$ cat config.mk
export PLATFORM = sky130hd
export DESIGN_NAME = lsb_stego_embed_extract_unit
export DESIGN_NICKNAME = d
export VERILOG_FILES = /design/src/hw/rtl/lsbs_pkg.sv /design/src/hw/rtl/lsb_stego_embed_extract_unit.sv /design/src/hw/rtl/lsbs_lane.sv /design/src/hw/rtl/lsbs_ctrl.sv
export SDC_FILE = /design/constraint.sdc
export NUM_CORES = 1
export LEC_CHECK = 0
export ABC_AREA = 1
export BUFFER_PORTS_ARGS = -buffer_cell sky130_fd_sc_hd__buf_4
export CORE_ASPECT_RATIO = 1.75
export CORE_MARGIN = 5
export CORE_UTILIZATION = 45
export CTS_CLUSTER_SIZE = 24
export DETAILED_ROUTE_END_ITERATION = 16
export PLACE_DENSITY_LB_ADDON = 0.12
export SLEW_MARGIN = 20
export SYNTH_ARGS = -nofsm -noshare
export SYNTH_HDL_FRONTEND = slang
export SYNTH_SLANG_ARGS = --single-unit
$ cat constraint.sdc
create_clock -name clk -period 10.08 [get_ports clk]
set_input_delay 1.008 -clock clk [delete_from_list [all_inputs] [get_ports clk]]
set_output_delay 1.008 -clock clk [all_outputs]
set_load 0.02 [all_outputs]
$ cat src/hw/rtl/lsbs_pkg.sv
// Shared types and constants for the LSB steganography embed/extract unit.
// No dependencies; every other file imports this package.
`default_nettype none

package lsbs_pkg;

    localparam int SIG_LEN_DEF  = 3;
    localparam int NUM_LANES    = 8;
    localparam int BYTE_W       = 8;
    localparam int HDR_POS_W    = 4;
    localparam int LEN_W        = 32;
    localparam int SIG_W        = 24;
    localparam int CFG_DATA_W   = 32;
    localparam int CFG_INDEX_W  = 2;

    typedef enum logic [CFG_INDEX_W-1:0] {
        CFG_MODE    = 2'd0,
        CFG_SIG     = 2'd1,
        CFG_MSG_LEN = 2'd2
    } cfg_index_t;

    typedef enum logic [1:0] {
        PH_SIG  = 2'd0,
        PH_LEN  = 2'd1,
        PH_MSG  = 2'd2,
        PH_PAST = 2'd3
    } phase_t;

    // Per-item control result handed from the header/counter logic to the lanes.
    typedef struct packed {
        logic [BYTE_W-1:0] payload;
        phase_t            phase;
        logic              sig_ok;
        logic              last;
        logic              embed_en;
    } ctrl_res_t;

endpackage

`default_nettype wire

$ cat src/hw/rtl/lsb_stego_embed_extract_unit.sv
// LSB steganography embed/extract unit: one group of eight carrier bytes per item.
// The result of an accepted item is registered in the output register in the cycle after it is accepted.
// Throughput: one item per cycle unless a full output register is stalled; the only storage
// between input and output is the output register, which refills in the cycle it is taken.
// Reset clears configuration, header position, counters and the output valid flag.
// Depends on lsbs_pkg, lsbs_ctrl and lsbs_lane.
`default_nettype none

module lsb_stego_embed_extract_unit
    import lsbs_pkg::*;
#(
    parameter int SIG_LEN = SIG_LEN_DEF
)
(
    input  wire logic                   clk,
    input  wire logic                   rst_n,
    input  wire logic                   cfg_we,
    input  wire logic [CFG_INDEX_W-1:0] cfg_index,
    input  wire logic [CFG_DATA_W-1:0]  cfg_data,
    input  wire logic                   in_valid,
    output logic                        in_stall,
    input  wire logic [BYTE_W-1:0]      carrier_0,
    input  wire logic [BYTE_W-1:0]      carrier_1,
    input  wire logic [BYTE_W-1:0]      carrier_2,
    input  wire logic [BYTE_W-1:0]      carrier_3,
    input  wire logic [BYTE_W-1:0]      carrier_4,
    input  wire logic [BYTE_W-1:0]      carrier_5,
    input  wire logic [BYTE_W-1:0]      carrier_6,
    input  wire logic [BYTE_W-1:0]      carrier_7,
    input  wire logic [BYTE_W-1:0]      msg_byte,
    output logic                        out_valid,
    input  wire logic                   out_stall,
    output logic [BYTE_W-1:0]           out_0,
    output logic [BYTE_W-1:0]           out_1,
    output logic [BYTE_W-1:0]           out_2,
    output logic [BYTE_W-1:0]           out_3,
    output logic [BYTE_W-1:0]           out_4,
    output logic [BYTE_W-1:0]           out_5,
    output logic [BYTE_W-1:0]           out_6,
    output logic [BYTE_W-1:0]           out_7,
    output logic [BYTE_W-1:0]           data_byte,
    output logic [1:0]                  phase,
    output logic                        sig_ok,
    output logic                        last
);

    logic                    accept;
    logic [BYTE_W-1:0]       carrier   [NUM_LANES];
    logic [BYTE_W-1:0]       lane_out  [NUM_LANES];
    logic [NUM_LANES-1:0]    lane_lsb;
    logic [BYTE_W-1:0]       extracted;
    ctrl_res_t               res;

    logic                    out_valid_reg;
    logic [BYTE_W-1:0]       out_byte_reg [NUM_LANES];
    ctrl_res_t               res_reg;

    assign in_stall = out_valid_reg && out_stall;
    assign accept   = in_valid && !in_stall;

    assign carrier[0] = carrier_0;
    assign carrier[1] = carrier_1;
    assign carrier[2] = carrier_2;
    assign carrier[3] = carrier_3;
    assign carrier[4] = carrier_4;
    assign carrier[5] = carrier_5;
    assign carrier[6] = carrier_6;
    assign carrier[7] = carrier_7;

    // Lane 0 carries the most significant payload bit.
    always_comb
    begin
        for (int i = 0; i < NUM_LANES; i++)
            extracted[NUM_LANES-1-i] = lane_lsb[i];
    end

    lsbs_ctrl #(
        .SIG_LEN (SIG_LEN)
    ) u_ctrl (
        .clk       (clk),
        .rst_n     (rst_n),
        .cfg_we    (cfg_we),
        .cfg_index (cfg_index),
        .cfg_data  (cfg_data),
        .accept    (accept),
        .extracted (extracted),
        .msg_byte  (msg_byte),
        .res       (res)
    );

    for (genvar g = 0; g < NUM_LANES; g++)
    begin : g_lane
        lsbs_lane u_lane (
            .carrier     (carrier[g]),
            .bit_in      (res.payload[NUM_LANES-1-g]),
            .embed_en    (res.embed_en),
            .lsb         (lane_lsb[g]),
            .carrier_out (lane_out[g])
        );
    end

    always_ff @(posedge clk or negedge rst_n)
    begin
        if (!rst_n)
            out_valid_reg <= 1'b0;
        else if (!in_stall)
            out_valid_reg <= in_valid;
    end

    always_ff @(posedge clk)
    begin
        if (accept)
        begin
            for (int i = 0; i < NUM_LANES; i++)
                out_byte_reg[i] <= lane_out[i];
            res_reg <= res;
        end
    end

    assign out_valid = out_valid_reg;
    assign out_0     = out_byte_reg[0];
    assign out_1     = out_byte_reg[1];
    assign out_2     = out_byte_reg[2];
    assign out_3     = out_byte_reg[3];
    assign out_4     = out_byte_reg[4];
    assign out_5     = out_byte_reg[5];
    assign out_6     = out_byte_reg[6];
    assign out_7     = out_byte_reg[7];
    assign data_byte = res_reg.payload;
    assign phase     = res_reg.phase;
    assign sig_ok    = res_reg.sig_ok;
    assign last      = res_reg.last;

    a_last_in_msg: assert property (@(posedge clk) disable iff (!rst_n)
        (out_valid && last) |-> (phase == PH_MSG))
        else $error("last flag outside the message phase");

    a_past_quiet: assert property (@(posedge clk) disable iff (!rst_n)
        (out_valid && (phase == PH_PAST)) |-> ((data_byte == '0) && !last))
        else $error("result past the payload carries data");

    a_past_passthru: assert property (@(posedge clk) disable iff (!rst_n)
        (accept && !res.embed_en) |=> ((out_0 == $past(carrier_0))
                                       && (out_7 == $past(carrier_7))))
        else $error("carrier altered while embedding is off");

    a_stall_full: assert property (@(posedge clk) disable iff (!rst_n)
        in_stall |-> out_valid)
        else $error("input stalled with an empty output register");

endmodule

`default_nettype wire

$ cat src/hw/rtl/lsbs_lane.sv
// One carrier-byte lane: picks off the LSB and optionally replaces it.
// Depends on lsbs_pkg.
`default_nettype none

module lsbs_lane
    import lsbs_pkg::*;
(
    input  wire logic [BYTE_W-1:0] carrier,
    input  wire logic              bit_in,
    input  wire logic              embed_en,
    output logic                   lsb,
    output logic [BYTE_W-1:0]      carrier_out
);

    assign lsb         = carrier[0];
    assign carrier_out = embed_en ? {carrier[BYTE_W-1:1], bit_in} : carrier;

endmodule

`default_nettype wire

$ cat src/hw/rtl/lsbs_ctrl.sv
// Configuration registers, header position, message counters and signature check.
// Depends on lsbs_pkg.
`default_nettype none

module lsbs_ctrl
    import lsbs_pkg::*;
#(
    parameter int SIG_LEN = SIG_LEN_DEF
)
(
    input  wire logic                   clk,
    input  wire logic                   rst_n,
    input  wire logic                   cfg_we,
    input  wire logic [CFG_INDEX_W-1:0] cfg_index,
    input  wire logic [CFG_DATA_W-1:0]  cfg_data,
    input  wire logic                   accept,
    input  wire logic [BYTE_W-1:0]      extracted,
    input  wire logic [BYTE_W-1:0]      msg_byte,
    output ctrl_res_t                   res
);

    localparam logic [HDR_POS_W-1:0] SIG_END = HDR_POS_W'(SIG_LEN);
    localparam logic [HDR_POS_W-1:0] HDR_END = HDR_POS_W'(SIG_LEN + 4);

    logic                   mode_reg;
    logic [SIG_W-1:0]       signature_reg;
    logic [LEN_W-1:0]       message_length_reg;
    logic [HDR_POS_W-1:0]   header_pos_reg, header_pos_next;
    logic [LEN_W-1:0]       bytes_done_reg, bytes_done_next;
    logic [LEN_W-1:0]       length_seen_reg, length_seen_next;
    logic                   mismatch_seen_reg, mismatch_seen_next;

    logic [LEN_W-1:0]       total;
    logic [LEN_W-1:0]       bytes_done_inc;
    logic [HDR_POS_W-1:0]   sig_dist;
    logic [HDR_POS_W-1:0]   len_pos;
    logic [BYTE_W-1:0]      sig_expect;
    logic [BYTE_W-1:0]      len_byte;
    phase_t                 phase;

    always_ff @(posedge clk or negedge rst_n)
    begin
        if (!rst_n)
        begin
            mode_reg           <= 1'b0;
            signature_reg      <= '0;
            message_length_reg <= '0;
        end
        else if (cfg_we)
        begin
            unique case (cfg_index_t'(cfg_index))
                CFG_MODE:    mode_reg           <= cfg_data[0];
                CFG_SIG:     signature_reg      <= cfg_data[SIG_W-1:0];
                CFG_MSG_LEN: message_length_reg <= cfg_data[LEN_W-1:0];
                default:     ;
            endcase
        end
    end

    assign total          = mode_reg ? length_seen_reg : message_length_reg;
    assign bytes_done_inc = bytes_done_reg + LEN_W'(1);
    assign sig_dist       = SIG_END - HDR_POS_W'(1) - header_pos_reg;
    assign len_pos        = header_pos_reg - SIG_END;

    always_comb
    begin
        if (header_pos_reg < SIG_END)
            phase = PH_SIG;
        else if (header_pos_reg < HDR_END)
            phase = PH_LEN;
        else if (bytes_done_reg < total)
            phase = PH_MSG;
        else
            phase = PH_PAST;
    end

    // Signature bytes beyond the register width read as zero.
    always_comb
    begin
        case (sig_dist)
            4'd0:    sig_expect = signature_reg[7:0];
            4'd1:    sig_expect = signature_reg[15:8];
            4'd2:    sig_expect = signature_reg[23:16];
            default: sig_expect = '0;
        endcase
    end

    always_comb
    begin
        case (len_pos[1:0])
            2'd0:    len_byte = message_length_reg[31:24];
            2'd1:    len_byte = message_length_reg[23:16];
            2'd2:    len_byte = message_length_reg[15:8];
            default: len_byte = message_length_reg[7:0];
        endcase
    end

    always_comb
    begin
        header_pos_next    = header_pos_reg;
        bytes_done_next    = bytes_done_reg;
        length_seen_next   = length_seen_reg;
        mismatch_seen_next = mismatch_seen_reg;
        res.payload        = '0;
        res.last           = 1'b0;
        case (phase)
            PH_SIG:
            begin
                res.payload     = mode_reg ? extracted : sig_expect;
                header_pos_next = header_pos_reg + HDR_POS_W'(1);
                if (mode_reg && (extracted != sig_expect))
                    mismatch_seen_next = 1'b1;
            end
            PH_LEN:
            begin
                res.payload     = mode_reg ? extracted : len_byte;
                header_pos_next = header_pos_reg + HDR_POS_W'(1);
                if (mode_reg)
                    length_seen_next = {length_seen_reg[LEN_W-BYTE_W-1:0], extracted};
            end
            PH_MSG:
            begin
                res.payload     = mode_reg ? extracted : msg_byte;
                res.last        = (bytes_done_inc == total);
                bytes_done_next = bytes_done_inc;
            end
            default: ;
        endcase
        res.phase    = phase;
        res.sig_ok   = mode_reg ? !mismatch_seen_next : 1'b1;
        res.embed_en = !mode_reg && (phase != PH_PAST);
    end

    always_ff @(posedge clk or negedge rst_n)
    begin
        if (!rst_n)
        begin
            header_pos_reg    <= '0;
            bytes_done_reg    <= '0;
            length_seen_reg   <= '0;
            mismatch_seen_reg <= 1'b0;
        end
        else if (accept)
        begin
            header_pos_reg    <= header_pos_next;
            bytes_done_reg    <= bytes_done_next;
            length_seen_reg   <= length_seen_next;
            mismatch_seen_reg <= mismatch_seen_next;
        end
    end

endmodule

`default_nettype wire
==> results.md, run 1 <==
- Status: completed
- # DRC: 0
- Post-synth top cells: nand2_1 (440), o21ai_0 (154), inv_1 (130)
- Gr busiest metal: met2
- Async set-or-reset flop fraction in the synthesized netlist: 0.626
- Register bit total from synthesis: roughly 200
- Largest net degree at the start of global routing: between 70 and 80
- Distinct cells, synth: 43
- Largest register FFs: 64
- Skew-Pair Late Insertion Delay: 0.51 ns
- Die Width: about 130 um
- Final GP Congestion: 0.901
- Crit. End Element: flop
- Initial antenna violation count: 0
- Die area: 27200 um2
- Fmax: roughly 290 MHz
- Seq pwr share: 0.430
- Maxcap violations: 0
- Final setup violation count: 0
- CP required: 10.45 ns
- Critical path class: reg -> reg
- YS warnings: 0
- Cells after Synth: approximately 1300
- XOR/XNOR Fraction of Synth Area: 0.0224
- Area taken by multi-input logic gates: ~4600 um2
- IO Pins: about 190
- Global-route wire length before repair: approximately 50000 um
- TritonRoute pass-1 iters: 5
- ANT cells: 0
- Area fraction in compound gates after synthesis: 0.0994
- Final Max Slew Viols: 0
- Clock power share: 0.309
- Most used cell, CP: nand2_1
- Top FF cell, synth: dfrtp_1
- Worst R2R Setup Slack: 6.61 ns
- Post-layout nets: 1608
- Post-synthesis cell area: ~11000 um2
- Post-synthesis mux area share: 0.0121
- Simple-gate area share of the yosys netlist: 0.247
- Reg-to-Reg Start: u_ctrl.mode_reg$_DFFE_PN0P_
- Sw Ratio: 0.342
- CTS root buf: clkbuf_16
- Startpoint Class: flop
- Wire per inst: approximately 18 um
- Normalized max-slew margin: 0.338
- Grt ovf: 0
- Setup Fix Bufs, Post-CTS: 0
- Tot GR Track Use: 0.240
- Worst path arrival time: between 3 and 4 ns
- Register area: about 5500 um2
- Die Height: between 200 and 250 um
- Finished Layout Cells: around 1800
- Post-CTS Hold Buffers: 0
- Placed Cells: ~1700
- Total core area: between 20000 and 25000 um2
- Met2 Resource Use GR: 0.466
- Worst vdd ir: roughly 0.00016 V
- RSZ-0062 raised after global routing: false
- CTS Buffer Depth: 3
- Switching pwr: about 860 uW
- Sequential share of the synthesized area: 0.507
- Leak pwr: between 0.006 and 0.007 uW
- Clk sinks: 203
- Final setup skew: 0.0168 ns
- Via count: slightly above 9000
- CTS buffer count: 21
- Initial DRC Count: about 660
- Fin util: 0.550
- CP cell instances: buf_4, o21ai_0, ha_1, nand2_1, inv_1, nand2_1, nand2_1, nand2_1, nand2_1, nand2_1, nand2_1, inv_2, nand2_4, nand2_2, inv_2, nand3_4, nand2_1, o21ai_0
- Worst R2R Path Depth: 18
- Worst slew pin tran: approximately 0.99 ns
- Total number of H-tree levels: 1
- Clk pin slew, worst setup/hold paths: approximately 0.07 ns
- Met3 usage: 0.0272
- R2R Path End: u_ctrl.length_seen_reg[18]$_DFFE_PN0P_
- Share of post-route cells with drive strength above 1: 0.194
- Hold Crit Class: in -> async
- Fin crit share: 0.344
- Final hold violation count: 0
- Met1 global-route usage: 0.236
- Post-Syn Area per Cell: 8.39 um2
- Dpl ws: 6.61 ns
- Port-buffer cells: 188
- Top-count cell post-synth: nand2_1
- Largest family of logic cells by synthesized area: simple AND/OR/NAND/NOR gates
- Comb power frac: 0.262
- Layout fillers: between 2000 and 2500
- Row cnt: 75
- Top-area cell type share of the netlist area: 0.295
- Syn nets: between 1000 and 1500
- Critical Path Max Stage Delay: around 0.51 ns
- Internal power: between 1500 and 2000 uW
- CTS tree: built
- Initial Util: 0.452
- Vias/cell: roughly 5
- Setup TNS: 0 ns
- Gates resized, CTS repair: 0
- Adder-cell share of the synthesized area: 0.0453
- Fin crit period: about 3.5 ns
- Post-synth EDFFs: 76
- PD cells: just under 200 nW/um2
- WL final: ~33000 um
- Area grow syn2layout: 21.8%
- Min setup slack post-route: roughly 6.6 ns
- Vias in the first global route: between 9000 and 10000
- Antenna Nets Post-Route: 0
- Synth top area cells: dfrtp_1 (30%), edfxtp_1 (21%), nand2_1 (15%)
- DP Wirelength: 25500 um
- CP max-delay cell: buf_4
- Top cell type by total area after synthesis: dfrtp_1
- Crit Path Max Fanout: 64
per-stage QoR:
| step | total power [uW] | cell area, um2 | hold slack (ns) |
|---|---|---|---|
| global route | 2670 | 13100 | 0.490 |
| finish | 2520 | 13100 | 0.455 |
| CTS | 2540 | 13100 | 0.455 |
| detailed placement | 1760 | 12400 | 0.463 |
| global placement | 1750 | 12400 | 0.459 |
| floorplan | 1510 | 10800 | 0.434 |
power groups by stage:
| stage | Sequential (uW) | Clock [uW] | Combinational [uW] |
|---|---|---|---|
| 3_5_place_dp | 1100 | 0 | 663 |
| 3_3_place_gp | 1100 | 0 | 651 |
| 6_report | 1080 | 778 | 660 |
| 5_1_grt | 1090 | 829 | 748 |
| 2_1_floorplan | 1070 | 0 | 438 |
| 4_1_cts | 1080 | 795 | 665 |
routing by layer:
layer,wire length (um),up-vias
met2,18300,235
met1,11000,4293
met4,2140,0
met5,0,-
met3,1160,97
li1,-,4526
how the worst max path moves through the flow:
stage                           startpoint  cells past startpoint                                     end  slack (ns)
5_1_grt        u_ctrl.mode_reg$_DFFE_PN0P_                     17  u_ctrl.length_seen_reg[19]$_DFFE_PN0P_        6.13
3_3_place_gp   u_ctrl.mode_reg$_DFFE_PN0P_                     18   u_ctrl.length_seen_reg[9]$_DFFE_PN0P_        6.67
3_5_place_dp   u_ctrl.mode_reg$_DFFE_PN0P_                     17  u_ctrl.length_seen_reg[13]$_DFFE_PN0P_        6.61
4_1_cts        u_ctrl.mode_reg$_DFFE_PN0P_                     17  u_ctrl.length_seen_reg[17]$_DFFE_PN0P_        6.60
2_1_floorplan                    out_stall                      9   u_ctrl.length_seen_reg[3]$_DFFE_PN0P_        3.85
6_report       u_ctrl.mode_reg$_DFFE_PN0P_                     18  u_ctrl.length_seen_reg[18]$_DFFE_PN0P_        6.61
critical path, delay by kind of cell (launching register included):
family,cells,cell delay (ns)
compound gates,2,0.50
flops,1,0.35
buf+inv,4,0.72
simple gates,11,1.30
fa+ha+maj,1,0.41
cells by family after synthesis:
logic type	count (synthesis)
AND/OR/NAND/NOR	621
flip-flops	203
AO/OA/AOI/OAI	201
buffers and inverters	182
adder cells (fa/ha/maj)	39
XOR/XNOR	25
multiplexers	12
layout make-up:
type                    count  area share
clock inverters            12     0.00964
well taps                 308      0.0294
flip-flops and latches    203       0.417
inverters                 140      0.0401
multi-input cells         898       0.351
clock buffers              25      0.0420
repair buffers            194       0.112
placed cells by master (no fill, tap or decap), types with 4 or more instances in the layout:
cell type	netlist	routed
nand2_1	440	440
buf_4	2	192
o21ai_0	154	154
inv_1	130	130
dfrtp_1	127	126
edfxtp_1	76	76
nor2_1	57	56
nand3_1	56	55
ha_1	39	39
clkbuf_16	0	21
nand4_1	19	19
xor2_1	18	18
a21oi_1	14	14
o21ai_1	13	13
nor2_2	10	10
a221oi_1	8	8
nor2_4	7	8
mux2_2	8	8
inv_2	7	7
nand2_2	7	7
nor3_1	7	7
or2_2	6	6
clkinv_1	3	5
xnor2_1	5	5
nand3b_1	5	5
mux2i_1	4	4
No activity file was read; power rests on OpenSTA's default activity.
==> run 2: changes to the inputs <==
clock period = 3.4 ns   (was 10.08 ns; I/O delays follow)
==> run 2 against run 1 <==
Compared with the run above: routed wire length increased by 2.1%; first-iteration DRC count decreased by 2.3%; via count increased by 3.2%; clock skew decreased by 0.0023 ns; die area unchanged; combinational power increased to 3.1 times the previous value; clock power increased to 3.0 times the previous value; sequential power increased to 3.0 times the previous value; flip-flop and latch count unchanged; sequential share of layout area decreased by 2.1 points; critical path type unchanged; critical endpoint is now out_byte_reg[0][16]$_DFFE_PP_; largest cell class unchanged.
==> results.md, run 2 (synthesis results as in run 1) <==
- # DRC: 0
- Critical path's top delay family: simple AND/OR/NAND/NOR gates
- Clk sinks: a little over 200
- Vias in the first global route: about 9600
- Most common cell after layout, fill and taps aside: nand2_1
- CP required: 3.63 ns
- Critical path destination: out_byte_reg[0][16]$_DFFE_PP_
- Via count: about 9400
- Worst slew pin tran: about 0.97 ns
- Worst R2R Path Depth: 18
- Status: completed
- Worst vdd ir: between 0.0004 and 0.0005 V
- Most frequent cells in the layout: nand2_1 (440), buf_4 (203), o21ai_0 (154), inv_1 (130), dfrtp_1 (126)
- Die Height: between 200 and 250 um
- Critical Path Max Stage Delay: 0.41 ns
- Initial DRC Count: roughly 650
- Share of post-route cells with drive strength above 1: 0.191
- RSZ-0062 raised after global routing: false
- Global-route wire length before repair: 51600 um
- PD cells: ~550 nW/um2
- WL final: ~33000 um
- Total number of H-tree levels: 1
- Die area: between 20000 and 30000 um2
- Initial Util: 0.452
- Crit Path Max Fanout: 30
- DP Wirelength: around 26000 um
- Setup TNS: 0 ns
- Leak pwr: roughly 0.0065 uW
- Die Width: between 100 and 150 um
- Maxcap violations: 0
- CTS buffer count: 21
- Final GP Congestion: approximately 0.94
- CTS tree: built
- Largest register FFs: 64
- Reg-to-Reg Start: u_ctrl.mode_reg$_DFFE_PN0P_
- Antenna Nets Post-Route: 0
- Row cnt: 75
- Worst path arrival time: roughly 3.3 ns
- Worst Hold Depth: 3
- Initial antenna violation count: 1
- Startpoint Class: flop
- Area grow syn2layout: 28.3%
- Port-buffer cells: approximately 190
- Critical path class: reg -> reg
- Cell depth of the worst setup path: 18
- Worst R2R Setup Slack: about 0.35 ns
- CP cell instances: buf_4, buf_4, mux2i_1, ha_1, a21oi_1, nor2_1, nor2_1, nand2_1, inv_2, nand2_1, inv_2, nand2_4, nand2_2, nor2_4, nand2_1, nand3_1, nand2_1, o21ai_0
- Wire per inst: between 15 and 20 um
- CP startpoint: u_ctrl.mode_reg$_DFFE_PN0P_
- Normalized max-slew margin: 0.351
- Fin crit period: 3.05 ns
- Tot GR Track Use: 0.244
- Final Max Slew Viols: 0
- Crit. End Element: flop
- Final hold violation count: 0
- R2R Path End: out_byte_reg[0][16]$_DFFE_PP_
- Critical path buffers and inverters: 4
- Total core area: 23800 um2
- IO Pins: 189
- Vias/cell: around 5.1
- Skew-Pair Late Insertion Delay: approximately 0.51 ns
- Final setup violation count: 0
- CTS Buffer Depth: 3
- Grt ovf: 0
- Min setup slack post-route: 0.352 ns
- CTS root buf: clkbuf_16
- Most used cell, CP: nand2_1
- Hold Crit Class: in -> reg
- Largest net degree at the start of global routing: between 70 and 80
- Post-layout nets: approximately 1700
- CP max-delay cell: dfrtp_2
- Clk pin slew, worst setup/hold paths: ~0.060 ns
- Fmax: about 330 MHz
- TritonRoute pass-1 iters: 5
- Final setup skew: ~0.015 ns
- Fin crit share: 0.896
- Dpl ws: between 0.2 and 0.3 ns
[run 2: how the worst min path moves through the flow]
stage | slack, ns | startpoint | endpoint
after floorplan | 0.04 | rst_n | out_valid$_DFFE_PN0N_
after global placement | 0.45 | u_ctrl.mismatch_seen_reg$_DFFE_PN0P_ | u_ctrl.mismatch_seen_reg$_DFFE_PN0P_
after detailed placement | 0.45 | u_ctrl.mismatch_seen_reg$_DFFE_PN0P_ | u_ctrl.mismatch_seen_reg$_DFFE_PN0P_
after CTS | 0.03 | out_stall | out_valid$_DFFE_PN0N_
after global routing | 0.05 | cfg_data[24] | u_ctrl.message_length_reg[24]$_DFFE_PN0P_
final | 0.05 | out_stall | out_valid$_DFFE_PN0N_
[run 2: report_power, final]
| part | switching (uW) | total [uW] | internal, uW | leakage [uW] |
|---|---|---|---|---|
| combinational | 1250 | 2070 | 818 | 0.00381 |
| clock | 956 | 2310 | 1350 | 0.000330 |
| sequential | 342 | 3200 | 2860 | 0.00236 |
| total | 2550 | 7580 | 5030 | 0.00650 |
[run 2: what timing repair did]
action	CTS	global route
endpoints found under the setup margin	0	10
resized for setup	0	3
setup buffers	0	0
hold buffers	57	0
hold endpoints to repair	114	0
[run 2: final cells by class]
class,instances,area [um2]
flip-flops and latches,203,5460
repair buffers,263,2150
clock inverters,9,97.6
inverters,140,528
clock buffers,28,582
well taps,308,385
fillers,2184,10000
diodes,1,2.50
multi-input cells,898,4600
[run 2: metrics by stage]
stage / total power [uW] / cells / area, um2 / hold WS (ns) / util
global placement: 5210 / 1755 / 12600 / 0.447 / 0.527
global route: 8040 / 1850 / 13800 / 0.0498 / 0.580
finish: 7580 / 1850 / 13800 / 0.0510 / 0.580
floorplan: 4480 / 1283 / 10800 / 0.0444 / -
CTS: 7640 / 1849 / 13800 / 0.0342 / 0.579
detailed placement: 5260 / 1755 / 12600 / 0.455 / 0.527
[run 2: routing by layer]
layer,vias up,global-route usage,wire length (um)
met4,0,0.172,2740
li1,4676,-,-
met1,4415,0.244,11200
met2,242,0.457,18200
met5,-,0,0
met3,107,0.0272,1150
[run 2: worst reg2reg max path, cell delays in order, from the launching register on]
cell     delay, ns
dfrtp_2       0.41
buf_4         0.29
buf_4         0.25
mux2i_1       0.31
ha_1          0.30
a21oi_1       0.14
nor2_1        0.05
nor2_1        0.08
nand2_1       0.07
inv_2         0.04
nand2_1       0.07
inv_2         0.08
nand2_4       0.08
nand2_2       0.11
nor2_4        0.07
nand2_1       0.07
nand3_1       0.14
nand2_1       0.09
o21ai_0       0.10
